<file path="src/rtl/sfdd_pkg.sv">
// ----------------------------------------------------------------------------
// sfdd_pkg: shared types and constants of the frame difference detector
// Holds field widths, Rec.709 weights in Q16, register map codes, payload
// structs and the command and status bundles between controller and datapath.
// ----------------------------------------------------------------------------
package sfdd_pkg;

   // Default limits for the top-level parameters.
   localparam int unsigned DEF_MAX_WIDTH  = 4096;
   localparam int unsigned DEF_MAX_HEIGHT = 4096;
   localparam int unsigned DEF_MAX_STEP   = 128;

   // Field and register widths.
   localparam int SIZE_W     = 13;
   localparam int STEP_W     = 8;
   localparam int LIMIT_W    = 16;
   localparam int COMP_W     = 16;
   localparam int MEAN_W     = 16;
   localparam int DEC_W      = 2;
   localparam int COUNT_W    = 25;
   localparam int SUM_W      = 41;
   localparam int NUM_W      = SUM_W + 1;
   localparam int PROD_W     = 32;
   localparam int ACC_W      = PROD_W + 2;
   localparam int DIFF_W     = 17;
   localparam int CSR_ADDR_W = 5;
   localparam int CSR_DATA_W = 32;

   // Rec.709 luma weights in Q16; they add up to 1.0.
   localparam logic [COMP_W-1:0] WEIGHT_RED   = 16'd13933;
   localparam logic [COMP_W-1:0] WEIGHT_GREEN = 16'd46871;
   localparam logic [COMP_W-1:0] WEIGHT_BLUE  = 16'd4732;
   localparam logic [DIFF_W-1:0] ONE_Q16      = 17'h10000;
   localparam logic [ACC_W-1:0]  ROUND_Q16    = 34'd32768;
   localparam logic [MEAN_W-1:0] MEAN_MAX     = 16'hFFFF;

   // Register reset values.
   localparam logic [SIZE_W-1:0]  RST_FRAME_WIDTH     = 13'd1920;
   localparam logic [SIZE_W-1:0]  RST_FRAME_HEIGHT    = 13'd1080;
   localparam logic [STEP_W-1:0]  RST_GRID_PITCH      = 8'd16;
   localparam logic [LIMIT_W-1:0] RST_DUPLICATE_LIMIT = 16'd98;
   localparam logic [LIMIT_W-1:0] RST_SCENE_LIMIT     = 16'd14418;

   // Register map, indexed by word address.
   typedef enum logic [2:0] {
      REG_FRAME_WIDTH     = 3'd0,
      REG_FRAME_HEIGHT    = 3'd1,
      REG_GRID_PITCH      = 3'd2,
      REG_DUPLICATE_LIMIT = 3'd3,
      REG_SCENE_LIMIT     = 3'd4
   } reg_index_type;

   // Frame decision codes.
   typedef enum logic [DEC_W-1:0] {
      DEC_INTERPOLATE = 2'd0,
      DEC_DUPLICATE   = 2'd1,
      DEC_SCENE_CUT   = 2'd2
   } decision_type;

   typedef struct packed {
      logic [SIZE_W-1:0]  frame_width;
      logic [SIZE_W-1:0]  frame_height;
      logic [STEP_W-1:0]  grid_pitch;
      logic [LIMIT_W-1:0] duplicate_limit;
      logic [LIMIT_W-1:0] scene_limit;
   } cfg_type;

   typedef struct packed {
      logic [COMP_W-1:0] first_red;
      logic [COMP_W-1:0] first_green;
      logic [COMP_W-1:0] first_blue;
      logic [COMP_W-1:0] second_red;
      logic [COMP_W-1:0] second_green;
      logic [COMP_W-1:0] second_blue;
   } req_payload_type;

   typedef struct packed {
      logic [MEAN_W-1:0]  mean_difference;
      decision_type       decision;
      logic [COUNT_W-1:0] sample_total;
   } rsp_payload_type;

   // Controller to datapath.
   typedef struct packed {
      logic accept;
      logic snap;
      logic load_rsp;
   } dp_cmd_type;

   // Datapath to controller.
   typedef struct packed {
      logic end_frame;
      logic pipe_busy;
      logic div_busy;
      logic div_done;
   } dp_status_type;

endpackage

</file>
<file path="src/rtl/sfdd_csr.sv">
// ----------------------------------------------------------------------------
// sfdd_csr: configuration register file
// APB-style slave holding frame size, sample step and the two decision
// limits. Writes complete in the access phase; reads return the register.
// ----------------------------------------------------------------------------
module sfdd_csr (
   input  logic                              clock,
   input  logic                              reset,
   input  logic                              csr_psel,
   input  logic                              csr_penable,
   input  logic                              csr_pwrite,
   input  logic [sfdd_pkg::CSR_ADDR_W-1:0]   csr_paddr,
   input  logic [sfdd_pkg::CSR_DATA_W-1:0]   csr_pwdata,
   output logic [sfdd_pkg::CSR_DATA_W-1:0]   csr_prdata,
   output logic                              csr_pready,
   output sfdd_pkg::cfg_type                 cfg
);
   import sfdd_pkg::*;

   cfg_type       cfg_ff;
   cfg_type       cfg_in;
   logic          write_en;
   reg_index_type index;

   assign csr_pready = 1'b1;
   assign write_en   = csr_psel && csr_penable && csr_pwrite;
   assign index      = reg_index_type'(csr_paddr[CSR_ADDR_W-1:2]);
   assign cfg        = cfg_ff;

   // Register write decode; addresses past the last register are ignored.
   always_comb begin
      cfg_in = cfg_ff;
      if (write_en) begin
         case (index)
            REG_FRAME_WIDTH:     cfg_in.frame_width     = csr_pwdata[SIZE_W-1:0];
            REG_FRAME_HEIGHT:    cfg_in.frame_height    = csr_pwdata[SIZE_W-1:0];
            REG_GRID_PITCH:      cfg_in.grid_pitch      = csr_pwdata[STEP_W-1:0];
            REG_DUPLICATE_LIMIT: cfg_in.duplicate_limit = csr_pwdata[LIMIT_W-1:0];
            REG_SCENE_LIMIT:     cfg_in.scene_limit     = csr_pwdata[LIMIT_W-1:0];
            default:             cfg_in = cfg_ff;
         endcase
      end
   end

   always_ff @(posedge clock) begin
      if (reset) begin
         cfg_ff.frame_width     <= RST_FRAME_WIDTH;
         cfg_ff.frame_height    <= RST_FRAME_HEIGHT;
         cfg_ff.grid_pitch      <= RST_GRID_PITCH;
         cfg_ff.duplicate_limit <= RST_DUPLICATE_LIMIT;
         cfg_ff.scene_limit     <= RST_SCENE_LIMIT;
      end else begin
         cfg_ff <= cfg_in;
      end
   end

   // Read mux.
   always_comb begin
      case (index)
         REG_FRAME_WIDTH:     csr_prdata = CSR_DATA_W'(cfg_ff.frame_width);
         REG_FRAME_HEIGHT:    csr_prdata = CSR_DATA_W'(cfg_ff.frame_height);
         REG_GRID_PITCH:      csr_prdata = CSR_DATA_W'(cfg_ff.grid_pitch);
         REG_DUPLICATE_LIMIT: csr_prdata = CSR_DATA_W'(cfg_ff.duplicate_limit);
         REG_SCENE_LIMIT:     csr_prdata = CSR_DATA_W'(cfg_ff.scene_limit);
         default:             csr_prdata = '0;
      endcase
   end

endmodule

</file>
<file path="src/rtl/sfdd_div.sv">
// ----------------------------------------------------------------------------
// sfdd_div: restoring divider for the frame mean
// Produces one quotient bit per cycle, most significant first, with a
// remainder as wide as the divisor. The quotient holds after completion.
// ----------------------------------------------------------------------------
module sfdd_div (
   input  logic                           clock,
   input  logic                           reset,
   input  logic                           start,
   input  logic [sfdd_pkg::NUM_W-1:0]     numerator,
   input  logic [sfdd_pkg::COUNT_W-1:0]   divisor,
   output logic                           busy,
   output logic                           done,
   output logic [sfdd_pkg::NUM_W-1:0]     quotient
);
   import sfdd_pkg::*;

   localparam int CNT_W = $clog2(NUM_W);

   logic               busy_ff, busy_in;
   logic [CNT_W-1:0]   count_ff, count_in;
   logic [COUNT_W-1:0] rem_ff, rem_in;
   logic [COUNT_W-1:0] den_ff, den_in;
   logic [NUM_W-1:0]   quot_ff, quot_in;
   logic [COUNT_W:0]   trial;
   logic [COUNT_W:0]   trial_diff;
   logic               last_step;

   assign trial      = {rem_ff, quot_ff[NUM_W-1]};
   assign trial_diff = trial - {1'b0, den_ff};
   assign last_step  = (count_ff == CNT_W'(NUM_W - 1));

   // One shift-and-subtract step per cycle; the numerator shifts out of the
   // quotient register as the quotient bits shift in.
   always_comb begin
      busy_in  = busy_ff;
      count_in = count_ff;
      rem_in   = rem_ff;
      den_in   = den_ff;
      quot_in  = quot_ff;
      if (start) begin
         busy_in  = 1'b1;
         count_in = '0;
         rem_in   = '0;
         den_in   = divisor;
         quot_in  = numerator;
      end else if (busy_ff) begin
         if (trial >= {1'b0, den_ff}) begin
            rem_in  = trial_diff[COUNT_W-1:0];
            quot_in = {quot_ff[NUM_W-2:0], 1'b1};
         end else begin
            rem_in  = trial[COUNT_W-1:0];
            quot_in = {quot_ff[NUM_W-2:0], 1'b0};
         end
         count_in = count_ff + 1'b1;
         if (last_step) begin
            busy_in = 1'b0;
         end
      end
   end

   always_ff @(posedge clock) begin
      if (reset) begin
         busy_ff  <= 1'b0;
         count_ff <= '0;
      end else begin
         busy_ff  <= busy_in;
         count_ff <= count_in;
      end
   end

   always_ff @(posedge clock) begin
      rem_ff  <= rem_in;
      den_ff  <= den_in;
      quot_ff <= quot_in;
   end

   assign busy     = busy_ff;
   assign done     = busy_ff && last_step;
   assign quotient = quot_ff;

endmodule

</file>
<file path="src/rtl/sfdd_dp.sv">
// ----------------------------------------------------------------------------
// sfdd_dp: datapath of the frame difference detector
// Tracks the raster position and sample phase, runs the weighted absolute
// difference pipeline, accumulates sum and count, and forms the result.
// ----------------------------------------------------------------------------
module sfdd_dp #(
   parameter int unsigned MAX_WIDTH  = sfdd_pkg::DEF_MAX_WIDTH,
   parameter int unsigned MAX_HEIGHT = sfdd_pkg::DEF_MAX_HEIGHT,
   parameter int unsigned MAX_STEP   = sfdd_pkg::DEF_MAX_STEP
) (
   input  logic                        clock,
   input  logic                        reset,
   input  sfdd_pkg::cfg_type           cfg,
   input  sfdd_pkg::req_payload_type   req_payload,
   input  sfdd_pkg::dp_cmd_type        cmd,
   output sfdd_pkg::dp_status_type     status,
   output sfdd_pkg::rsp_payload_type   rsp_payload
);
   import sfdd_pkg::*;

   localparam int COL_W = $clog2(MAX_WIDTH);
   localparam int ROW_W = $clog2(MAX_HEIGHT);
   localparam int PH_W  = (MAX_STEP > 1) ? $clog2(MAX_STEP) : 1;

   function automatic int unsigned clamp_size(int unsigned v, int unsigned maxv);
      int unsigned r;
      if (v == 0) begin
         r = 1;
      end else if (v > maxv) begin
         r = maxv;
      end else begin
         r = v;
      end
      return r;
   endfunction

   function automatic logic [COMP_W-1:0] abs_diff(logic [COMP_W-1:0] a,
                                                  logic [COMP_W-1:0] b);
      return (a > b) ? (a - b) : (b - a);
   endfunction

   // Raster position and sample phase.
   logic [COL_W-1:0] col_pos_ff, col_pos_in;
   logic [ROW_W-1:0] row_pos_ff, row_pos_in;
   logic [PH_W-1:0]  col_ph_ff, col_ph_in;
   logic [PH_W-1:0]  row_ph_ff, row_ph_in;

   logic [COL_W:0]   width_eff, col_inc;
   logic [ROW_W:0]   height_eff, row_inc;
   logic [PH_W:0]    step_eff, col_ph_inc, row_ph_inc;
   logic [PH_W-1:0]  half;
   logic [PH_W-1:0]  col_ph_next, row_ph_next;
   logic             sampled, end_line, end_frame;

   assign width_eff  = (COL_W+1)'(clamp_size(32'(cfg.frame_width), MAX_WIDTH));
   assign height_eff = (ROW_W+1)'(clamp_size(32'(cfg.frame_height), MAX_HEIGHT));
   assign step_eff   = (PH_W+1)'(clamp_size(32'(cfg.grid_pitch), MAX_STEP));
   assign half       = step_eff[PH_W:1];

   assign col_inc    = (COL_W+1)'(col_pos_ff) + (COL_W+1)'(1);
   assign row_inc    = (ROW_W+1)'(row_pos_ff) + (ROW_W+1)'(1);
   assign col_ph_inc = (PH_W+1)'(col_ph_ff) + (PH_W+1)'(1);
   assign row_ph_inc = (PH_W+1)'(row_ph_ff) + (PH_W+1)'(1);

   // A phase at or past the step wraps to zero.
   assign col_ph_next = (col_ph_inc >= step_eff) ? '0 : col_ph_inc[PH_W-1:0];
   assign row_ph_next = (row_ph_inc >= step_eff) ? '0 : row_ph_inc[PH_W-1:0];

   assign sampled   = (col_ph_ff == half) && (row_ph_ff == half);
   assign end_line  = (col_inc >= width_eff);
   assign end_frame = end_line && (row_inc >= height_eff);

   // Position update on each transfer.
   always_comb begin
      col_pos_in = col_pos_ff;
      row_pos_in = row_pos_ff;
      col_ph_in  = col_ph_ff;
      row_ph_in  = row_ph_ff;
      if (cmd.accept) begin
         if (end_frame) begin
            col_pos_in = '0;
            row_pos_in = '0;
            col_ph_in  = '0;
            row_ph_in  = '0;
         end else if (end_line) begin
            col_pos_in = '0;
            col_ph_in  = '0;
            row_pos_in = row_inc[ROW_W-1:0];
            row_ph_in  = row_ph_next;
         end else begin
            col_pos_in = col_inc[COL_W-1:0];
            col_ph_in  = col_ph_next;
         end
      end
   end

   always_ff @(posedge clock) begin
      if (reset) begin
         col_pos_ff <= '0;
         row_pos_ff <= '0;
         col_ph_ff  <= '0;
         row_ph_ff  <= '0;
      end else begin
         col_pos_ff <= col_pos_in;
         row_pos_ff <= row_pos_in;
         col_ph_ff  <= col_ph_in;
         row_ph_ff  <= row_ph_in;
      end
   end

   // Difference pipeline: absolute differences, weighted products,
   // rounded and clamped sum, then accumulation.
   logic              s1_valid_ff, s2_valid_ff, s3_valid_ff;
   logic [COMP_W-1:0] s1_red_ff, s1_green_ff, s1_blue_ff;
   logic [PROD_W-1:0] s2_red_ff, s2_green_ff, s2_blue_ff;
   logic [DIFF_W-1:0] s3_diff_ff, s3_diff_in;
   logic [ACC_W-1:0]  weighted;
   logic [ACC_W-1:0]  rounded;

   assign weighted = ACC_W'(s2_red_ff) + ACC_W'(s2_green_ff) + ACC_W'(s2_blue_ff)
                   + ROUND_Q16;
   assign rounded  = weighted >> 16;
   assign s3_diff_in = (rounded > ACC_W'(ONE_Q16)) ? ONE_Q16 : rounded[DIFF_W-1:0];

   always_ff @(posedge clock) begin
      if (reset) begin
         s1_valid_ff <= 1'b0;
         s2_valid_ff <= 1'b0;
         s3_valid_ff <= 1'b0;
      end else begin
         s1_valid_ff <= cmd.accept && sampled;
         s2_valid_ff <= s1_valid_ff;
         s3_valid_ff <= s2_valid_ff;
      end
   end

   always_ff @(posedge clock) begin
      s1_red_ff   <= abs_diff(req_payload.first_red, req_payload.second_red);
      s1_green_ff <= abs_diff(req_payload.first_green, req_payload.second_green);
      s1_blue_ff  <= abs_diff(req_payload.first_blue, req_payload.second_blue);
      s2_red_ff   <= PROD_W'(s1_red_ff) * PROD_W'(WEIGHT_RED);
      s2_green_ff <= PROD_W'(s1_green_ff) * PROD_W'(WEIGHT_GREEN);
      s2_blue_ff  <= PROD_W'(s1_blue_ff) * PROD_W'(WEIGHT_BLUE);
      s3_diff_ff  <= s3_diff_in;
   end

   // Frame accumulators; cleared when the frame totals move to the divider.
   logic [SUM_W-1:0]   sum_ff, sum_in;
   logic [COUNT_W-1:0] cnt_ff, cnt_in;
   logic [COUNT_W-1:0] total_ff, total_in;

   always_comb begin
      sum_in   = sum_ff;
      cnt_in   = cnt_ff;
      total_in = total_ff;
      if (cmd.snap) begin
         sum_in   = '0;
         cnt_in   = '0;
         total_in = cnt_ff;
      end else if (s3_valid_ff) begin
         sum_in = sum_ff + SUM_W'(s3_diff_ff);
         cnt_in = cnt_ff + 1'b1;
      end
   end

   always_ff @(posedge clock) begin
      if (reset) begin
         sum_ff <= '0;
         cnt_ff <= '0;
      end else begin
         sum_ff <= sum_in;
         cnt_ff <= cnt_in;
      end
   end

   always_ff @(posedge clock) begin
      total_ff <= total_in;
   end

   // Mean with round to nearest: (sum + count/2) / count.
   logic [NUM_W-1:0] numerator;
   logic [NUM_W-1:0] quotient;
   logic             div_busy, div_done;

   assign numerator = NUM_W'(sum_ff) + NUM_W'(cnt_ff >> 1);

   sfdd_div u_div (
      .clock     (clock),
      .reset     (reset),
      .start     (cmd.snap),
      .numerator (numerator),
      .divisor   (cnt_ff),
      .busy      (div_busy),
      .done      (div_done),
      .quotient  (quotient)
   );

   // Result formation: saturate the mean, then classify it.
   rsp_payload_type rsp_ff, rsp_in;
   logic [MEAN_W-1:0] mean_sat;

   assign mean_sat = (|quotient[NUM_W-1:MEAN_W]) ? MEAN_MAX : quotient[MEAN_W-1:0];

   always_comb begin
      rsp_in = rsp_ff;
      if (cmd.load_rsp) begin
         rsp_in.sample_total = total_ff;
         if (total_ff == '0) begin
            rsp_in.mean_difference = MEAN_MAX;
            rsp_in.decision        = DEC_SCENE_CUT;
         end else begin
            rsp_in.mean_difference = mean_sat;
            if (mean_sat <= cfg.duplicate_limit) begin
               rsp_in.decision = DEC_DUPLICATE;
            end else if (mean_sat >= cfg.scene_limit) begin
               rsp_in.decision = DEC_SCENE_CUT;
            end else begin
               rsp_in.decision = DEC_INTERPOLATE;
            end
         end
      end
   end

   always_ff @(posedge clock) begin
      rsp_ff <= rsp_in;
   end

   assign rsp_payload      = rsp_ff;
   assign status.end_frame = end_frame;
   assign status.pipe_busy = s1_valid_ff || s2_valid_ff || s3_valid_ff;
   assign status.div_busy  = div_busy;
   assign status.div_done  = div_done;

endmodule

</file>
<file path="src/rtl/sfdd_ctrl.sv">
// ----------------------------------------------------------------------------
// sfdd_ctrl: controller of the frame difference detector
// Accepts pixels while running, drains the difference pipeline after the
// last pixel of a frame, sequences the divider and hands off the result.
// ----------------------------------------------------------------------------
module sfdd_ctrl (
   input  logic                      clock,
   input  logic                      reset,
   input  logic                      req_valid,
   output logic                      req_stall,
   output logic                      rsp_valid,
   input  logic                      rsp_stall,
   input  sfdd_pkg::dp_status_type   status,
   output sfdd_pkg::dp_cmd_type      cmd
);
   import sfdd_pkg::*;

   typedef enum logic [3:0] {
      ST_RUN     = 4'b0001,
      ST_DRAIN   = 4'b0010,
      ST_DIVIDE  = 4'b0100,
      ST_DELIVER = 4'b1000
   } state_type;

   state_type state_ff, state_in;
   logic      rsp_valid_ff, rsp_valid_in;

   // Next state and command decode.
   always_comb begin
      state_in     = state_ff;
      cmd          = '0;
      rsp_valid_in = rsp_valid_ff && rsp_stall;
      case (state_ff)
         ST_RUN: begin
            cmd.accept = req_valid;
            if (req_valid && status.end_frame) begin
               state_in = ST_DRAIN;
            end
         end
         ST_DRAIN: begin
            if (!status.pipe_busy) begin
               cmd.snap = 1'b1;
               state_in = ST_DIVIDE;
            end
         end
         ST_DIVIDE: begin
            if (status.div_done) begin
               state_in = ST_DELIVER;
            end
         end
         ST_DELIVER: begin
            // The output register is free once its last transfer completes.
            if (!rsp_valid_ff || !rsp_stall) begin
               cmd.load_rsp = 1'b1;
               rsp_valid_in = 1'b1;
               state_in     = ST_RUN;
            end
         end
         default: begin
            state_in = ST_RUN;
         end
      endcase
   end

   always_ff @(posedge clock) begin
      if (reset) begin
         state_ff     <= ST_RUN;
         rsp_valid_ff <= 1'b0;
      end else begin
         state_ff     <= state_in;
         rsp_valid_ff <= rsp_valid_in;
      end
   end

   assign req_stall = (state_ff != ST_RUN);
   assign rsp_valid = rsp_valid_ff;

`ifndef SYNTHESIS
   // The last pixel of a frame closes the input until the result is formed.
   a_stall_after_frame: assert property (@(posedge clock) disable iff (reset)
      cmd.accept && status.end_frame |=> req_stall)
      else $error("input not stalled after end of frame");

   // Pixels are never taken while a division is running.
   a_no_accept_in_div: assert property (@(posedge clock) disable iff (reset)
      cmd.accept |-> !status.div_busy)
      else $error("pixel accepted while divider busy");

   // The divider starts on the cycle after the frame totals are captured.
   a_div_starts: assert property (@(posedge clock) disable iff (reset)
      cmd.snap |=> status.div_busy)
      else $error("divider did not start");

   // A new result appears only out of the delivery state.
   a_rsp_from_deliver: assert property (@(posedge clock) disable iff (reset)
      $rose(rsp_valid_ff) |-> $past(state_ff == ST_DELIVER))
      else $error("result raised outside delivery");
`endif

endmodule

</file>
<file path="src/rtl/sampled_frame_difference_detector.sv">
// ----------------------------------------------------------------------------
// sampled_frame_difference_detector: subsampled frame difference detector
// Compares co-located pixels of two frames on a sample grid and reports the
// mean weighted difference with an interpolate, duplicate or cut decision.
//
//   Port group   Direction   Handshake         Transfer
//   req_*        in          valid / stall     one pixel pair per transfer
//   rsp_*        out         valid / stall     one result per frame
//   csr_*        in / out    APB-style         one register write or read
//
// Within a frame one pixel is taken every clock cycle.
// After the last pixel the input stalls while the difference pipeline drains,
// the restoring divider forms the mean one quotient bit per cycle and the
// result register is loaded.
// The input also stays stalled while a previous result waits to be taken.
// Reset clears the raster position, accumulators and result valid, and
// returns the registers to their defaults.
// ----------------------------------------------------------------------------
module sampled_frame_difference_detector #(
   parameter int unsigned MAX_WIDTH  = sfdd_pkg::DEF_MAX_WIDTH,
   parameter int unsigned MAX_HEIGHT = sfdd_pkg::DEF_MAX_HEIGHT,
   parameter int unsigned MAX_STEP   = sfdd_pkg::DEF_MAX_STEP
) (
   input  logic                              clock,
   input  logic                              reset,
   input  logic                              req_valid,
   output logic                              req_stall,
   input  sfdd_pkg::req_payload_type         req_payload,
   output logic                              rsp_valid,
   input  logic                              rsp_stall,
   output sfdd_pkg::rsp_payload_type         rsp_payload,
   input  logic                              csr_psel,
   input  logic                              csr_penable,
   input  logic                              csr_pwrite,
   input  logic [sfdd_pkg::CSR_ADDR_W-1:0]   csr_paddr,
   input  logic [sfdd_pkg::CSR_DATA_W-1:0]   csr_pwdata,
   output logic [sfdd_pkg::CSR_DATA_W-1:0]   csr_prdata,
   output logic                              csr_pready
);
   import sfdd_pkg::*;

   cfg_type       cfg;
   dp_cmd_type    cmd;
   dp_status_type status;

   // Configuration registers.
   sfdd_csr u_csr (
      .clock       (clock),
      .reset       (reset),
      .csr_psel    (csr_psel),
      .csr_penable (csr_penable),
      .csr_pwrite  (csr_pwrite),
      .csr_paddr   (csr_paddr),
      .csr_pwdata  (csr_pwdata),
      .csr_prdata  (csr_prdata),
      .csr_pready  (csr_pready),
      .cfg         (cfg)
   );

   // Sequencing of pixel intake, end-of-frame division and result handoff.
   sfdd_ctrl u_ctrl (
      .clock     (clock),
      .reset     (reset),
      .req_valid (req_valid),
      .req_stall (req_stall),
      .rsp_valid (rsp_valid),
      .rsp_stall (rsp_stall),
      .status    (status),
      .cmd       (cmd)
   );

   // Position tracking, difference pipeline, accumulation and division.
   sfdd_dp #(
      .MAX_WIDTH  (MAX_WIDTH),
      .MAX_HEIGHT (MAX_HEIGHT),
      .MAX_STEP   (MAX_STEP)
   ) u_dp (
      .clock       (clock),
      .reset       (reset),
      .cfg         (cfg),
      .req_payload (req_payload),
      .cmd         (cmd),
      .status      (status),
      .rsp_payload (rsp_payload)
   );

endmodule

</file>
<file path="config.mk">
export PLATFORM = sky130hd
export DESIGN_NAME = sampled_frame_difference_detector
export DESIGN_NICKNAME = d
export VERILOG_FILES = /design/src/rtl/sfdd_pkg.sv /design/src/rtl/sfdd_csr.sv /design/src/rtl/sfdd_div.sv /design/src/rtl/sfdd_dp.sv /design/src/rtl/sfdd_ctrl.sv /design/src/rtl/sampled_frame_difference_detector.sv
export SDC_FILE = /design/constraint.sdc
export NUM_CORES = 2
export LEC_CHECK = 0
export CORE_MARGIN = 2
export CORE_UTILIZATION = 40
export DETAILED_ROUTE_END_ITERATION = 7
export DONT_BUFFER_PORTS = 1
export GPL_TIMING_DRIVEN = 0
export PLACE_DENSITY = 0.56
export SYNTH_ARGS = -nofsm -noshare
export SYNTH_HDL_FRONTEND = slang
export SYNTH_HIERARCHICAL = 1
export SYNTH_SLANG_ARGS = --single-unit
</file>
<file path="constraint.sdc">
create_clock -name clock -period 6.8 [get_ports clock]
set_input_delay 0.68 -clock clock [delete_from_list [all_inputs] [get_ports clock]]
set_output_delay 0.68 -clock clock [all_outputs]
set_load 0.005 [all_outputs]
</file>
Word level (Yosys, flattened, before mapping)
Cells that the tools add are included.
{"block": "op_classes", "add_sub_neg": 18, "n_mul": 3, "n_lt_le_gt_ge": 14, "n_eq_ne": 16, "mux": 42, "n_reduce_logical": 29}
{"operator": "$sub A16 B16 Y16", "count": 6}
{"operator": "$mux W42", "count": 2}
{"operator": "$pmux W16 S5", "count": 1}
{"operator": "$mux W16", "count": 4}
{"operator": "$mux W13", "count": 4}
{"operator": "$gt A16 B16 Y1", "count": 3}
{"operator": "$mux W12", "count": 4}
{"operator": "$add A41 B24 Y42", "count": 1}
{"operator": "$mux W7", "count": 6}
{"operator": "$add A41 B17 Y41", "count": 1}
{"operator": "$add A34 B16 Y34 const B", "count": 1}
{"operator": "$add A34 B29 Y34", "count": 1}
{"operator": "$add A30 B32 Y33", "count": 1}
{"operator": "$mul A16 B16 Y32 const B", "count": 1}
{"operator": "$mul A16 B14 Y30 const B", "count": 1}
{"operator": "$mul A16 B11 Y27 const B", "count": 1}
{"operator": "$add A12 B1 Y13 const B", "count": 2}
{"operator": "$ge A13 B13 Y1", "count": 2}
{"operator": "$ge A26 B25 Y1", "count": 1}
{"operator": "$gt A13 B13 Y1 const B", "count": 2}
{"operator": "$logic_not A13 Y1", "count": 2}
{"operator": "$reduce_or A26 Y1", "count": 1}
{"operator": "$add A25 B1 Y25 const B", "count": 1}
{"operator": "$logic_not A25 Y1", "count": 1}
{"operator": "other kinds (35)", "count": 72}
{"block": "totals", "register_bits": 474, "output_inout_bits": 78, "word_cells": 153}

Logic depth before layout (Yosys ltp)
{"block": "logic_depth", "depth_word": 8, "ltp_mapped": 23, "ltp_nobuf": 22}

Cells and area by module
Netlist, hierarchy kept.
{"mod": "sfdd_dp", "n_inst": 1, "cells_each": 3645, "area_each_um2": 33975.1, "seq_area_each_um2": 7267.0}
{"mod": "sfdd_div", "n_inst": 1, "cells_each": 496, "area_each_um2": 5497.8, "seq_area_each_um2": 2652.5}
{"mod": "sfdd_csr", "n_inst": 1, "cells_each": 351, "area_each_um2": 3363.2, "seq_area_each_um2": 1321.3}
{"mod": "sfdd_ctrl", "n_inst": 1, "cells_each": 35, "area_each_um2": 307.8, "seq_area_each_um2": 100.1}

Least setup slack after synthesis
OpenSTA, ideal clock, no wires.
{"block": "synth_timing", "path_type": "register -> register", "startpoint": "reg u_dp.s3_valid_ff", "endpoint": "reg u_dp.u_div.quot_ff[0] (netlist: u_dp/u_div/quotient[0]) (enable)", "arrival_ps": 7115, "required_time_ps": 6419, "setup_slack_ps": -696, "path_stages_with_launch": 7, "synth_period_minus_slack_ps": 7496, "path_cell_list": "dfxtp_1 clkbuf_1 clkbuf_1 or3_1 nor4_1 clkbuf_1 or2_2"}
{"element": "start, declared", "line": "sfdd_dp.sv:113", "source": "logic s1_valid_ff, s2_valid_ff, s3_valid_ff;"}
{"element": "start signal, assigned", "line": "sfdd_dp.sv:133", "source": "s3_valid_ff <= s2_valid_ff;"}
{"element": "end signal, assigned", "line": "sfdd_div.sv:75", "source": "quot_ff <= quot_in;"}
{"element": "end, declared", "line": "sfdd_div.sv:24", "source": "logic [NUM_W-1:0] quot_ff, quot_in;"}

Final worst setup path
{"block": "layout_timing", "startpoint": "reg u_dp.s1_red_ff[0]", "endpoint": "reg u_dp.s2_red_ff[29]"}
{"block": "layout_between", "elab_chain_cells": 1}
{"element": "start, declared", "line": "sfdd_dp.sv:114", "source": "logic [COMP_W-1:0] s1_red_ff, s1_green_ff, s1_blue_ff;"}
{"element": "start signal, assigned", "line": "sfdd_dp.sv:138", "source": "s1_red_ff <= abs_diff(req_payload.first_red, req_payload.second_red);"}
{"element": "$mul A16 B14 Y30", "line": "sfdd_dp.sv:141", "source": "s2_red_ff <= PROD_W'(s1_red_ff) * PROD_W'(WEIGHT_RED);"}
{"element": "end signal, assigned", "line": "sfdd_dp.sv:141"}
{"element": "end, declared", "line": "sfdd_dp.sv:115", "source": "logic [PROD_W-1:0] s2_red_ff, s2_green_ff, s2_blue_ff;"}
Every way passes these cells.
A chain may end at the register's enable or synchronous reset.

==> qor.txt <==
Hold Vio Cnt, Final: 0
CTS tree: built
GR Overflow Total: 0
Routed WL: 103 mm
post-route ant nets: 0
CTS sink cnt: 499
CP Class: register to register
drt pass-1 iters: 5
Least-Margin Pin Slew: 1.18 ns
fin. max-slew vios: 0
Die W: 332 um
Mapped Area: 0.0431 sq mm
post-route setup slack: 0.529 ns
dpl ws: 0.448 ns
Tcrit/Tclk final: 92.2%
worst skew pair latency: 0.66 ns
HPWL Detailed: 84.7 mm
Initial Utilization: 40.3%
number of global-route vias before repair: 31,500
initial drt markers: 1,585
unrepaired setup endpoints after global routing: no
port bufs: 0
setup TNS: 0 ns
Die Height: 332 um
die area: 0.110 sq mm
most common cell after layout, fill and taps aside: inv_1
core area: 0.107 sq mm
via/cell ratio: 5.14
clk buf depth: 3
most frequent cells in the layout: inv_1 (657), ha_1 (635), dfxtp_1 (364), nor2_1 (274), fa_1 (273)
# H-tree levels: 2
Cells after Synth: 4,526
Ant. Diodes: 0
Setup Skew: 0.0576 ns
Area Growth Syn to Fin: 9.30%
row count: 120
Max Clock Freq: 159 MHz
Hold Buf Count CTS: 0
clock-pin slew on the worst setup and hold paths: 0.06 ns
max-cap viol count: 0
crit path DAT: 6.82 ns
total setup buffers inserted after CTS: 0
met3 Use GR: 2.31%
Avg Cell Area, Syn: 9.53 sq um
clk root buf: clkbuf_16
Residual DRC: 0
Worst Path Max Fanout: 7
WL per Instance: 17.0 um
Vias: 31,200
routability cong.: 0.892
Hold Path Origin: reset
met1 capacity usage during global routing: 24.8%
initial antenna violation count: 0
Final setup viols: 0
post-layout net count: 5,656
Slew Limit Headroom: 21.1%
reg2reg start: u_dp/s1_red_ff[0]
largest net degree at the start of global routing: 44
Tot GR Track Use: 18.7%
met2 global-route usage: 32.2%
layout cells sized above 1: 6.55%
crit path from: u_dp/s1_red_ff[0]
reg2reg setup slack: 0.53 ns
R2R Path End: u_dp/s2_red_ff[29]
Num CTS Buffers: 60
first-pass GRT wire length: 168 mm
worst-case reg-to-reg path depth: 20
status: completed
minimum clock period: 6.27 ns
Cells on Worst Hold Path: 1
cts repair resizes: 0
Req. time, crit path: 7.34 ns
Ys Warns: 6
worst hold path class: input pin to register
CP Launch Type: register
hold endpoint: u_ctrl/state_ff[3]
global route hottest layer: met2
Crit. End Element: register
Layout fillers: 10,400
io pins: 218
[worst max-delay path, stage by stage (launching register included)]
cell     delay [ns]
dfxtp_1        0.55
ha_1           0.27
xor2_1         0.38
ha_1           0.34
fa_1           0.51
fa_1           0.53
fa_1           0.58
inv_1          0.07
fa_1           0.51
inv_1          0.04
ha_1           0.32
nand2_1        0.10
nor2_1         0.07
a221o_1        0.38
a31oi_1        0.29
a31oi_1        0.21
o21ai_0        0.37
nor3_1         0.11
nor3_1         0.29
a21oi_1        0.13
xnor2_1        0.14
[sequential cells by signal (all words and copies together), names as in the netlist, 27 cells and up]
register / flops
u_dp/u_div/quotient: 42
u_dp/s2_blue_ff: 27
u_dp/sum_ff: 41
u_dp/s2_green_ff: 32
u_dp/rsp_payload: 43
u_dp/s2_red_ff: 30
u_csr/cfg: 66
[stage by stage]
step	utilization [%]	instances	instance area [sq um]	hold slack, ns
final	44.0	6061	47100	0.0671
after global routing	44.0	6061	47100	0.0342
after CTS	44.0	6061	47100	0.0182
after detailed placement	42.1	5949	45000	0.436
after global placement	42.0	5944	45000	0.436
after floorplan	-	4541	43200	0.390
[layout make-up]
cell class | instances | area, sq um | area share, %
Clock inverter | 43 | 513 | 1.09
Inverter | 658 | 2470 | 5.24
Timing Repair Buffer | 5 | 65.1 | 0.138
Clock buffer | 69 | 1600 | 3.39
Buffer | 129 | 702 | 1.49
Sequential cell | 499 | 11300 | 24.1
Multi-Input combinational cell | 3255 | 28700 | 60.9
Tap cell | 1403 | 1760 | 3.72
[worst max path at each step]
stage,end,slack (ns),cells after the start
6_report,u_dp/s2_red_ff[29],0.53,20
5_1_grt,u_dp/s2_green_ff[30],0.12,21
4_1_cts,u_dp/s2_red_ff[29],0.47,20
3_5_place_dp,u_dp/s2_red_ff[29],0.45,20
3_3_place_gp,u_dp/u_div/rem_ff[22],-1.47,8
2_1_floorplan,u_dp/s2_green_ff[30],1.27,21
[layer usage]
layer / vias up / wire length, um
met1: 14900 / 48400
met3: 126 / 3300
met4: 0 / 2350
met5: - / 0
li1: 15700 / -
met2: 450 / 49300
Power is left out: the tool's default activity adds up to more than one toggle a clock period on the data nets, which glitch-free logic cannot reach.
